<file path="config.mk">
export PLATFORM = sky130hd
export DESIGN_NAME = tlr_front
export DESIGN_NICKNAME = d
export VERILOG_FILES = /design/src/rtl/tlr_pkg.sv /design/src/rtl/tlr_front.sv
export SDC_FILE = /design/constraint.sdc
export NUM_CORES = 1
export LEC_CHECK = 0
export ABC_AREA = 1
export BUFFER_PORTS_ARGS = -buffer_cell sky130_fd_sc_hd__clkbuf_2
export CAP_MARGIN = 20
export CORE_MARGIN = 2
export CORE_UTILIZATION = 57
export DETAILED_ROUTE_END_ITERATION = 8
export PLACE_DENSITY = 0.9
export SYNTH_ARGS = -nofsm -noshare
export SYNTH_HDL_FRONTEND = slang
export SYNTH_SLANG_ARGS = --single-unit
</file>
<file path="constraint.sdc">
create_clock -name i_clk -period 6.15 [get_ports i_clk]
set_input_delay 0.615 -clock i_clk [delete_from_list [all_inputs] [get_ports i_clk]]
set_output_delay 0.615 -clock i_clk [all_outputs]
set_load 0.03 [all_outputs]
</file>
<file path="src/rtl/tlr_pkg.sv">
// ----------------------------------------------------------------------------
// Text line refresher package
// Shared command word, operation codes and panel bus constants.
// ----------------------------------------------------------------------------
package tlr_pkg;

    typedef enum logic [2:0] {
        OP_WRITE  = 3'd0,
        OP_COMMIT = 3'd1,
        OP_CLEAR  = 3'd2,
        OP_FONT   = 3'd3,
        OP_STEP   = 3'd4
    } t_op;

    typedef struct packed {
        t_op         op;
        logic [2:0]  line;
        logic [4:0]  column;
        logic [7:0]  char_code;
        logic [4:0]  length;
        logic [2:0]  attr;
        logic [2:0]  glyph_column;
        logic [7:0]  font_byte;
    } t_cmd;

    localparam logic [1:0] BK_DATA   = 2'd0;
    localparam logic [1:0] BK_PAGE   = 2'd1;
    localparam logic [1:0] BK_COLUMN = 2'd2;

    localparam logic [1:0] CS_LEFT  = 2'd1;
    localparam logic [1:0] CS_RIGHT = 2'd2;
    localparam logic [1:0] CS_BOTH  = 2'd3;

    localparam int ATTR_CENTER   = 0;
    localparam int ATTR_INV_TEXT = 1;
    localparam int ATTR_INV_ALL  = 2;

    localparam int PANEL_WIDTH = 128;
    localparam int HALF_WIDTH  = 64;
    localparam int POS_W       = 7;
    localparam int CHAR_IDX_W  = 5;

    localparam logic [7:0] FILL_ON  = 8'hFF;
    localparam logic [7:0] FILL_OFF = 8'h00;

    localparam int Q_DEPTH = 4;
    localparam int Q_PTR_W = 2;

endpackage

</file>
<file path="src/rtl/tlr_front.sv">
// ----------------------------------------------------------------------------
// Text line refresher front end
// Accepts words, drops those that do nothing and queues the rest in order.
// ----------------------------------------------------------------------------
module tlr_front #(
    parameter int LINE_COUNT     = 8,
    parameter int CHARS_PER_LINE = 21,
    parameter int GLYPH_WIDTH    = 6
) (
    input  logic              i_clk,
    input  logic              i_rst_n,
    input  logic              i_valid,
    output logic              o_ready,
    input  logic [2:0]        i_op,
    input  logic [2:0]        i_line,
    input  logic [4:0]        i_column,
    input  logic [7:0]        i_char_code,
    input  logic [4:0]        i_line_length,
    input  logic              i_center,
    input  logic              i_invert_text,
    input  logic              i_invert_all,
    input  logic [2:0]        i_glyph_column,
    input  logic [7:0]        i_font_byte,
    output tlr_pkg::t_cmd     o_cmd,
    output logic              o_cmd_valid,
    input  logic              i_cmd_pop
);

    tlr_pkg::t_cmd                 w_cmd;
    logic                          w_keep;
    logic                          w_push;

    tlr_pkg::t_cmd                 r_q [tlr_pkg::Q_DEPTH];
    logic [tlr_pkg::Q_PTR_W-1:0]   r_wr, n_wr;
    logic [tlr_pkg::Q_PTR_W-1:0]   r_rd, n_rd;
    logic [tlr_pkg::Q_PTR_W:0]     r_count, n_count;

    always_comb begin
        w_cmd.op           = tlr_pkg::t_op'(i_op);
        w_cmd.line         = i_line;
        w_cmd.column       = i_column;
        w_cmd.char_code    = i_char_code;
        w_cmd.length       = (i_line_length > 5'(CHARS_PER_LINE)) ?
                             5'(CHARS_PER_LINE) : i_line_length;
        w_cmd.attr         = {i_invert_all, i_invert_text, i_center};
        w_cmd.glyph_column = i_glyph_column;
        w_cmd.font_byte    = i_font_byte;
    end

    always_comb begin
        unique case (tlr_pkg::t_op'(i_op))
            tlr_pkg::OP_WRITE: begin
                w_keep = (4'(i_line) < 4'(LINE_COUNT)) &&
                         (6'(i_column) < 6'(CHARS_PER_LINE));
            end
            tlr_pkg::OP_COMMIT: begin
                w_keep = 4'(i_line) < 4'(LINE_COUNT);
            end
            tlr_pkg::OP_CLEAR: begin
                w_keep = 1'b1;
            end
            tlr_pkg::OP_FONT: begin
                w_keep = 4'(i_glyph_column) < 4'(GLYPH_WIDTH);
            end
            tlr_pkg::OP_STEP: begin
                w_keep = 1'b1;
            end
            default: begin
                w_keep = 1'b0;
            end
        endcase
    end

    assign o_ready     = r_count != (tlr_pkg::Q_PTR_W + 1)'(tlr_pkg::Q_DEPTH);
    assign w_push      = i_valid && o_ready && w_keep;
    assign o_cmd       = r_q[r_rd];
    assign o_cmd_valid = r_count != '0;

    always_comb begin
        n_wr    = w_push ? r_wr + 1'b1 : r_wr;
        n_rd    = i_cmd_pop ? r_rd + 1'b1 : r_rd;
        n_count = r_count;
        if (w_push && !i_cmd_pop) begin
            n_count = r_count + 1'b1;
        end else if (!w_push && i_cmd_pop) begin
            n_count = r_count - 1'b1;
        end
    end

    always_ff @(posedge i_clk) begin
        if (!i_rst_n) begin
            r_wr    <= '0;
            r_rd    <= '0;
            r_count <= '0;
        end else begin
            r_wr    <= n_wr;
            r_rd    <= n_rd;
            r_count <= n_count;
        end
    end

    always_ff @(posedge i_clk) begin
        if (w_push) begin
            r_q[r_wr] <= w_cmd;
        end
    end

endmodule

</file>
# Word level (Yosys, flattened, before mapping)
# Memory sizes are Yosys's and may differ from the RTL's. A register that Yosys moved wholly into a read port is not among the register bits.
# Cells that the tools add are included.
[classes]
n_reduce_logical = 10
n_mux = 8
n_lt_le_gt_ge = 3
n_eq_ne = 5
add_sub_neg = 4
[op_table]
columns = ["cell", "n"]
rows = [
  ["3-bit by 2-bit == test with 1-bit output (second input constant)", 2],
  ["3-bit two-way mux", 2],
  ["5-bit > comparator (second input constant)", 1],
  ["5-bit < comparator (second input constant)", 1],
  ["5-bit two-way mux", 1],
  ["2-bit by 1-bit adder with 2-bit output (second input constant)", 2],
  ["1-bit logical AND", 4],
  ["2-bit two-way mux", 2],
  ["3-bit by 1-bit adder with 3-bit output (second input constant)", 1],
  ["3-bit by 1-bit == test with 1-bit output (second input constant)", 1],
  ["3-bit == test (second input constant)", 1],
  ["3-bit zero test", 1],
  ["3-bit < comparator (second input constant)", 1],
  ["3-bit inequality test (second input constant)", 1],
  ["1-bit case mux with 3 select lines", 1],
  ["3-bit nonzero test", 1],
  ["3-bit OR reduction", 1],
  ["3-bit by 1-bit subtractor with 3-bit output (second input constant)", 1],
  ["1-bit zero test", 2],
  ["1-bit two-way mux", 2],
  ["2-bit nonzero test", 1],
]
[totals]
n_memories = 1
ff_bits = 7
ram_bits = 152
inputBits = 42
[mem_list]
columns = ["memory", "words", "word_bits", "rd", "rd_clocked_by_memory_dff", "write_ports", "line", "rtl"]
rows = [
  ["r_q", 4, 38, 1, 1, 1, "tlr_front.sv:33", "tlr_pkg::t_cmd r_q [tlr_pkg::Q_DEPTH];"],
]

# Depth between registers and ports, before layout
# Gate-level depths: netlist of the first run.
[logic_depth]
depth_word = 8
ltp_mapped = 15
mapped_depth_nobuf = 15

# Worst setup path before layout of the first run
# OpenSTA, ideal clock, no wires.
[synth_path]
path_type = "in2reg"
from = "input port i_op[0]"
to = "memory r_q[0][0] (netlist name) (enable)"
required_time_ps = 5717
arrival_time_ps = 2650
slack_ps = 3066
path_buffers = 0
stages = 7
path_cell_list = "inv_1 -> nand2_1 -> nand2_1 -> nand2_1 -> nor2_4 -> nand2_2 -> nor2_1"
[synth_between]
elab_chain_cells = 6
word_cells_on_any_way = 10
classes_between = "eq/ne: 4; mux: 3; reduce/logical: 3"
[synth_rtl]
columns = ["element", "line", "rtl"]
rows = [
  ["from (decl)", "tlr_front.sv:14", "input logic [2:0] i_op,"],
  ["3-bit == test (tied with other cells)", "tlr_front.sv:51", "unique case (tlr_pkg::t_op'(i_op))"],
  ["3-bit OR reduction (no source line)", "--", ""],
  ["1-bit case mux with 3 select lines *", "tlr_front.sv:51", ""],
  ["1-bit logical AND *", "tlr_front.sv:75", "assign w_push = i_valid && o_ready && w_keep;"],
  ["1-bit two-way mux *", "tlr_front.sv:103", "if (w_push) begin"],
  ["1-bit two-way mux (not written as such) *", "tlr_front.sv:104", "r_q[r_wr] <= w_cmd;"],
  ["to (decl)", "tlr_front.sv:33", ""],
]
# Mark *: on every way between the ends. The rest lies on a longest branch, timed or not.

==> run metrics, run 1 <==
status=finished, final reports clean; PnR worst setup slack=3140 ps; Max Slew Vio Count=0; Clk pin slew, worst setup/hold paths=70 ps; Hold Buf Count CTS=0; DR WL/cell=19.6 um; Synth Area in Compound Gates=10.9%; skew final=8.99 ps; Vias=4,064; post-synthesis xor/xnor area fraction=0%; core box area=10,700 um^2; share of the synthesized area in the top cell type=73.3%; vias in the first global route=4,150; #FFs+latches synth=161; I/O Buffers=81; leak pwr=0.00270 uW; via/cell ratio=5.86; Synth Area in Simple Gates=7.33%; root buffer cell=clkbuf_8; maximum VDD drop=210 uV; Hold Fails Final Rpt=0; Post-Synthesis Cell Area=6230 um^2; Post-synth EDFFs=152; Slew headroom=48.6%; row count=38; setup bufs post-CTS=0; pwr dens=370 nW/um^2; total of max-cap violations=0; Crit. End Element=output pin; 1st-iter DRT viols=390; H-tree levels=4; Residual DRC=0; mux contribution to synthesized area=0%; CTS Buf Count=17; DIE AREA=11,800 um^2; count leader, synth=edfxtp_1; CP Class=reg -> out; Non-Filler Instances=694; post-synthesis sequential area ratio=76.2%; largest family of logic cells by synthesized area=compound AO/OA/AOI/OAI gates; Vert. Die Dim=109 um; Area contributors post-synth=edfxtp_1 73%, o21ai_0 6.0%, nor2_1 5.4%; I/O pin total=82; Req. time, crit path=5530 ps; Clk Latency, worst-skew pair=530 ps; Final Net Count=589; Final min period=3010 ps; Antenna diodes=0; Critical Path Source Type=register; area grow syn2layout=18.7%; Fmax achieved=0.333 GHz; Synth cell types=22; pin count of the biggest net entering global routing=77; Mapped Cells=459; Hold Crit Class=in -> reg; Syn. warnings=0; mean post-synth cell area=13.6 um^2; maximum clock path buffer count=2; Post-CTS Resized=0; placed cells=661; post-route antenna net violation count=0; fillers=728; Post-synth top cells=152 x edfxtp_1, 89 x nor2_1, 75 x o21ai_0, 38 x o22ai_1, 24 x inv_1; DR pass1 iterations=5; Synth Area in Adders=1.33%; RD Place Congestion=0.794; setup TNS=0 ps; CTS tree=yes; initial antenna violation count=0; syn nets=507; post-synth top area cell=edfxtp_1; hold_ws=308 ps; worst endpoint data arrival time=2390 ps; GRT Util Overall=24.6%; final worst-path cycle share=48.9%; RSZ-0062 raised after global routing=false; post-synthesis async set-or-reset flop share=0%; overall power=2730 uW; worst-margin pin slew=771 ps; DRT Wirelength=13,600 um; Clock Sinks=161; first-pass GRT wire length=21,000 um; Main synth FF type=edfxtp_1; die width=109 um; Crit Path Max Fanout=39; Overflow after GRT=0; Final Setup Violations=0; share of layout cells above drive strength 1=23.5%; dpl ws=3500 ps; Starting Density=58.0%; hpwl dp=7660 um
-- path summary, 6_finish.rpt --
kind / from / end / slack (ps) / cells past startpoint
max: register / o_cmd[1] / 3140 / 5
min: i_line[1] / r_q[1][33] / 310 / 1
max reg2reg: r_count[1] / r_q[3][21] / 3920 / 7
min reg2reg: r_rd[1] / r_rd[1] / 460 / 1
-- kinds of logic after synthesis --
kind of cell,after synthesis
AOI/OAI and AO/OA,126
adders and majority gates,6
buffers and inverters,51
DFF,161
and+or+nand+nor,115
-- placed cells by master (no fill, tap or decap), types with 2 or more instances in the layout --
| cell | count |
|---|---|
| a21oi_1 | 6 |
| buf_4 | 6 |
| bufinv_16 | 6 |
| clkbuf_16 | 16 |
| clkbuf_2 | 81 |
| clkinvlp_4 | 4 |
| dfxtp_1 | 8 |
| edfxtp_1 | 152 |
| ha_1 | 5 |
| inv_1 | 24 |
| inv_2 | 2 |
| nand2_1 | 18 |
| nand3_1 | 3 |
| nor2_1 | 85 |
| nor2_4 | 5 |
| o21ai_0 | 75 |
| o21ai_1 | 7 |
| o22ai_1 | 38 |
| or2_2 | 2 |
-- cell type report --
type | instances | area [um^2] | share of cell area (%)
repair buffers | 88 | 470 | 6.37
clock inverters | 14 | 236 | 3.20
inverters | 26 | 97.6 | 1.32
flip-flops and latches | 161 | 4750 | 64.2
multi-input cells | 247 | 1250 | 16.9
well taps | 140 | 175 | 2.37
clock buffers | 18 | 418 | 5.65
-- sequential cells by signal, indices dropped and copies added, names as in the netlist, named ones only --
| signal | count |
|---|---|
| r_q | 152 |
| r_rd | 2 |
| r_count | 3 |
| r_wr | 2 |
-- critical path, stage by stage, from the launching register on --
cell	delay, ps
dfxtp_1	300
buf_4	270
inv_2	520
o21ai_0	240
o22ai_1	260
clkbuf_2	260
-- per-layer routing --
| layer | GRT usage, % | up-vias | share of wire, % |
|---|---|---|---|
| li1 | - | 1843 | - |
| met1 | 29.8 | 1985 | 39 |
| met5 | 0 | - | 0 |
| met4 | 12.6 | 0 | 2.9 |
| met3 | 6.21 | 31 | 6.3 |
| met2 | 41.2 | 205 | 51 |
-- through the flow --
stage | utilization [%] | area, um^2
after global routing | 68.8 | 7390
after floorplan | - | 6230
after global placement | 62.5 | 6720
final | 68.8 | 7390
after detailed placement | 62.5 | 6720
after CTS | 68.6 | 7370
-- power by group --
part	internal [uW]	switching [uW]	total, uW
Clock	741	416	1160
Sequential	1250	16.4	1270
Combinational	80.8	231	312
No activity file was read; power rests on OpenSTA's default activity.
==> run 2, diff against run 1 <==
--- a/config.mk
+++ b/config.mk
@@ -5,13 +5,13 @@
 export SDC_FILE = /design/constraint.sdc
 export NUM_CORES = 1
 export LEC_CHECK = 0
-export ABC_AREA = 1
+export ABC_AREA = 0
 export BUFFER_PORTS_ARGS = -buffer_cell sky130_fd_sc_hd__clkbuf_2
 export CAP_MARGIN = 20
 export CORE_MARGIN = 2
-export CORE_UTILIZATION = 57
+export CORE_UTILIZATION = 51
 export DETAILED_ROUTE_END_ITERATION = 8
-export PLACE_DENSITY = 0.9
+export PLACE_DENSITY = 0.86
 export SYNTH_ARGS = -nofsm -noshare
 export SYNTH_HDL_FRONTEND = slang
 export SYNTH_SLANG_ARGS = --single-unit
==> constraint.sdc (replaced) <==
create_clock -name i_clk -period 2.5 [get_ports i_clk]
set_input_delay 0.25 -clock i_clk [delete_from_list [all_inputs] [get_ports i_clk]]
set_output_delay 0.25 -clock i_clk [all_outputs]
set_load 0.03 [all_outputs]
==> run metrics, run 2 <==
total of max-cap violations=0 (unchanged); die width=113 um (+3.9%); root buffer cell=clkbuf_16; area grow syn2layout=20.4%; Clk pin slew, worst setup/hold paths=60 ps (about the same); Mapped Cells=258 (-44%); DIE AREA=12,700 um^2 (+8.0%); DR WL/cell=19.2 um (-2.3%); status=finished, final reports clean; Area contributors post-synth=edfxtp_1 76%, mux4_2 14%, dfxtp_1 3.0%; Main synth FF type=edfxtp_1; leak pwr=0.00251 uW (-7.1%); Starting Density=52.6% (-5.3 points); vias in the first global route=3,087 (-26%); register area=4750 um^2 (about the same); final worst-path cycle share=91.2%; Hold Fails Final Rpt=0 (unchanged); PnR worst setup slack=221 ps (-2920 ps); count leader, synth=edfxtp_1; Post-Synthesis Cell Area=6040 um^2 (-3.1%); skew final=7.13 ps (-1.86 ps); highest-count cells in the layout ignoring fill and taps=152 x edfxtp_1, 81 x clkbuf_2, 38 x mux4_2, 17 x clkbuf_16, 7 x clkbuf_1; Vert. Die Dim=113 um (+3.9%); GRT Util Overall=17.0% (-7.6 points); Req. time, crit path=2850 ps (-2680 ps); via/cell ratio=5.45 (-6.9%); I/O pin total=82 (unchanged); share of layout cells above drive strength 1=44.0% (+21 points); fillers=760 (+4.4%); post-synthesis sequential area ratio=78.6% (+2.4 points); #FFs+latches synth=161 (unchanged); Final Net Count=401 (-32%); H-tree levels=4 (unchanged); Crit. End Element=register; Synth cell types=26 (+18%); Reg with most FFs=r_q; setup TNS=0 ps (unchanged); pwr dens=921 nW/um^2 (+150%); DR pass1 iterations=4 (-1); 1st-iter DRT viols=120 (-69%); core box area=11,500 um^2 (+6.7%); Hold Crit Class=in -> reg; mean post-synth cell area=23.4 um^2 (+72%); Post-synth EDFFs=152 (unchanged); worst endpoint data arrival time=2630 ps (+240 ps); maximum clock path buffer count=2 (unchanged); Slew headroom=31.5% (-17 points); RD Place Congestion=0.697 (-12%); Clock Sinks=161 (unchanged); Residual DRC=0 (unchanged); post-synth top area cell=edfxtp_1; Final Setup Violations=0 (unchanged); row count=39 (+2.6%); Final min period=2280 ps; first-pass GRT wire length=15,700 um (-25%); Antenna diodes=0 (unchanged); Critical Path Source Type=register; Fmax achieved=0.439 GHz; initial antenna violation count=0 (unchanged); Syn. warnings=0 (unchanged); worst-margin pin slew=1030 ps (+256 ps); Overflow after GRT=0 (unchanged); setup bufs post-CTS=0 (unchanged); Clk Latency, worst-skew pair=420 ps (-110 ps); share of the synthesized area in the top cell type=75.6% (+2.3 points); Vias=2,774 (-32%); post-synthesis async set-or-reset flop share=0% (unchanged); Max Slew Vio Count=0 (unchanged); hpwl dp=5630 um (-26%); RSZ-0062 raised after global routing=false; CP Class=reg -> reg; I/O Buffers=81 (unchanged); dpl ws=124 ps (-3380 ps); pin count of the biggest net entering global routing=39 (-49%); CTS tree=yes; syn nets=306 (-40%); DRT Wirelength=9750 um (-28%); CTS Buf Count=17 (unchanged); Post-synth top cells=152 x edfxtp_1, 38 x mux4_2, 9 x dfxtp_1; multi-input logic area=1210 um^2 (-3.1%); commonest non-fill, non-tap cell in the layout=edfxtp_1; max reg flops=152 (unchanged); Regs by FF count=r_q x152, r_count x3; post-route antenna net violation count=0 (unchanged); Crit Path Max Fanout=4 (-90%); maximum VDD drop=577 uV (+180%)
==> run 2: cell types whose count changed in the layout (fill, tap and decap cells not counted), sizes merged, moves of 3 or more <==
cell / before / now
nand3: 4 / 0
a21o: 0 / 3
and2: 0 / 9
a21oi: 6 / 1
mux2i: 0 / 3
inv: 27 / 4
nor2: 90 / 0
o22ai: 38 / 0
clkinvlp: 4 / 0
clkbuf: 99 / 107
o21ai: 82 / 4
nand2: 19 / 5
mux4: 0 / 38
==> run 2: repair_timing <==
item / CTS / global route
hold buffers: 0 / 0
endpoints found under the setup margin: 0 / 1
resized for setup: 0 / 3
==> run 2: power breakdown <==
| group | total, uW | internal [uW] | switching, uW |
|---|---|---|---|
| clock | 2740 | 1820 | 918 |
| sequential | 3130 | 3090 | 41.9 |
| combinational | 815 | 312 | 503 |
| total | 6690 | 5230 | 1460 |
==> run 2: area by class of cell <==
type	count	area share [%]
timing repair buffer	86	6.61
tap	143	2.46
inverter	4	0.207
clock buffer	26	6.59
clock inverter	6	2.13
sequential	161	65.4
multi-input combinational	83	16.6
==> run 2: critical path: stages, from the launching register on <==
cell      delay [ps]
dfxtp_1          320
or3b_4           230
nand4_1          100
a21oi_2          170
ha_1             210
inv_1             60
fa_1             380
xor2_1           160
or3_2            410
a21boi_1         160
==> run 2: layer usage <==
layer / vias up / routed length, um / track usage (%)
li1: 1263 / - / -
met1: 1414 / 4040 / 20.5
met2: 73 / 4920 / 27.1
met3: 24 / 460 / 5.89
met4: 0 / 330 / 9.35
met5: - / 0 / 0
==> run 2: path summary, 6_finish.rpt <==
| path | startpoint | endpoint | slack [ps] | cells after the start |
|---|---|---|---|---|
| setup / recovery | r_count[2] | r_count[2] | 220 | 9 |
| hold reg to reg | r_count[2] | r_count[2] | 510 | 2 |
| hold / removal | i_char_code[1] | r_q[3][20] | 40 | 1 |
| setup reg to reg | r_count[2] | r_count[2] | 220 | 9 |
==> run 2: logic make-up (layout without fill, tap and decap cells) <==
| kind of cell | Yosys count | after routing | share of synthesized area (%) |
|---|---|---|---|
| buffers and inverters | 14 | 122 | 1.37 |
| AND/OR/NAND/NOR | 23 | 23 | 2.43 |
| multiplexers | 41 | 41 | 14.7 |
| adder cells (fa/ha/maj) | 6 | 6 | 1.37 |
| AO/OA/AOI/OAI | 9 | 9 | 0.974 |
| XOR/XNOR | 4 | 4 | 0.581 |
| flip-flops | 161 | 161 | 78.6 |
==> run 2: per-stage QoR <==
| step | area (um^2) | total power (uW) | std cells | hold slack [ps] | utilization, % |
|---|---|---|---|---|---|
| 4_1_cts | 7260 | 6770 | 509 | 23.7 | 63.3 |
| 3_5_place_dp | 6630 | 4020 | 477 | 470 | 57.8 |
| 6_report | 7270 | 6690 | 509 | 43.2 | 63.4 |
| 2_1_floorplan | 6040 | 3760 | 258 | 349 | - |
| 3_3_place_gp | 6630 | 3990 | 477 | 464 | 57.8 |
| 5_1_grt | 7270 | 6920 | 509 | 35.8 | 63.4 |
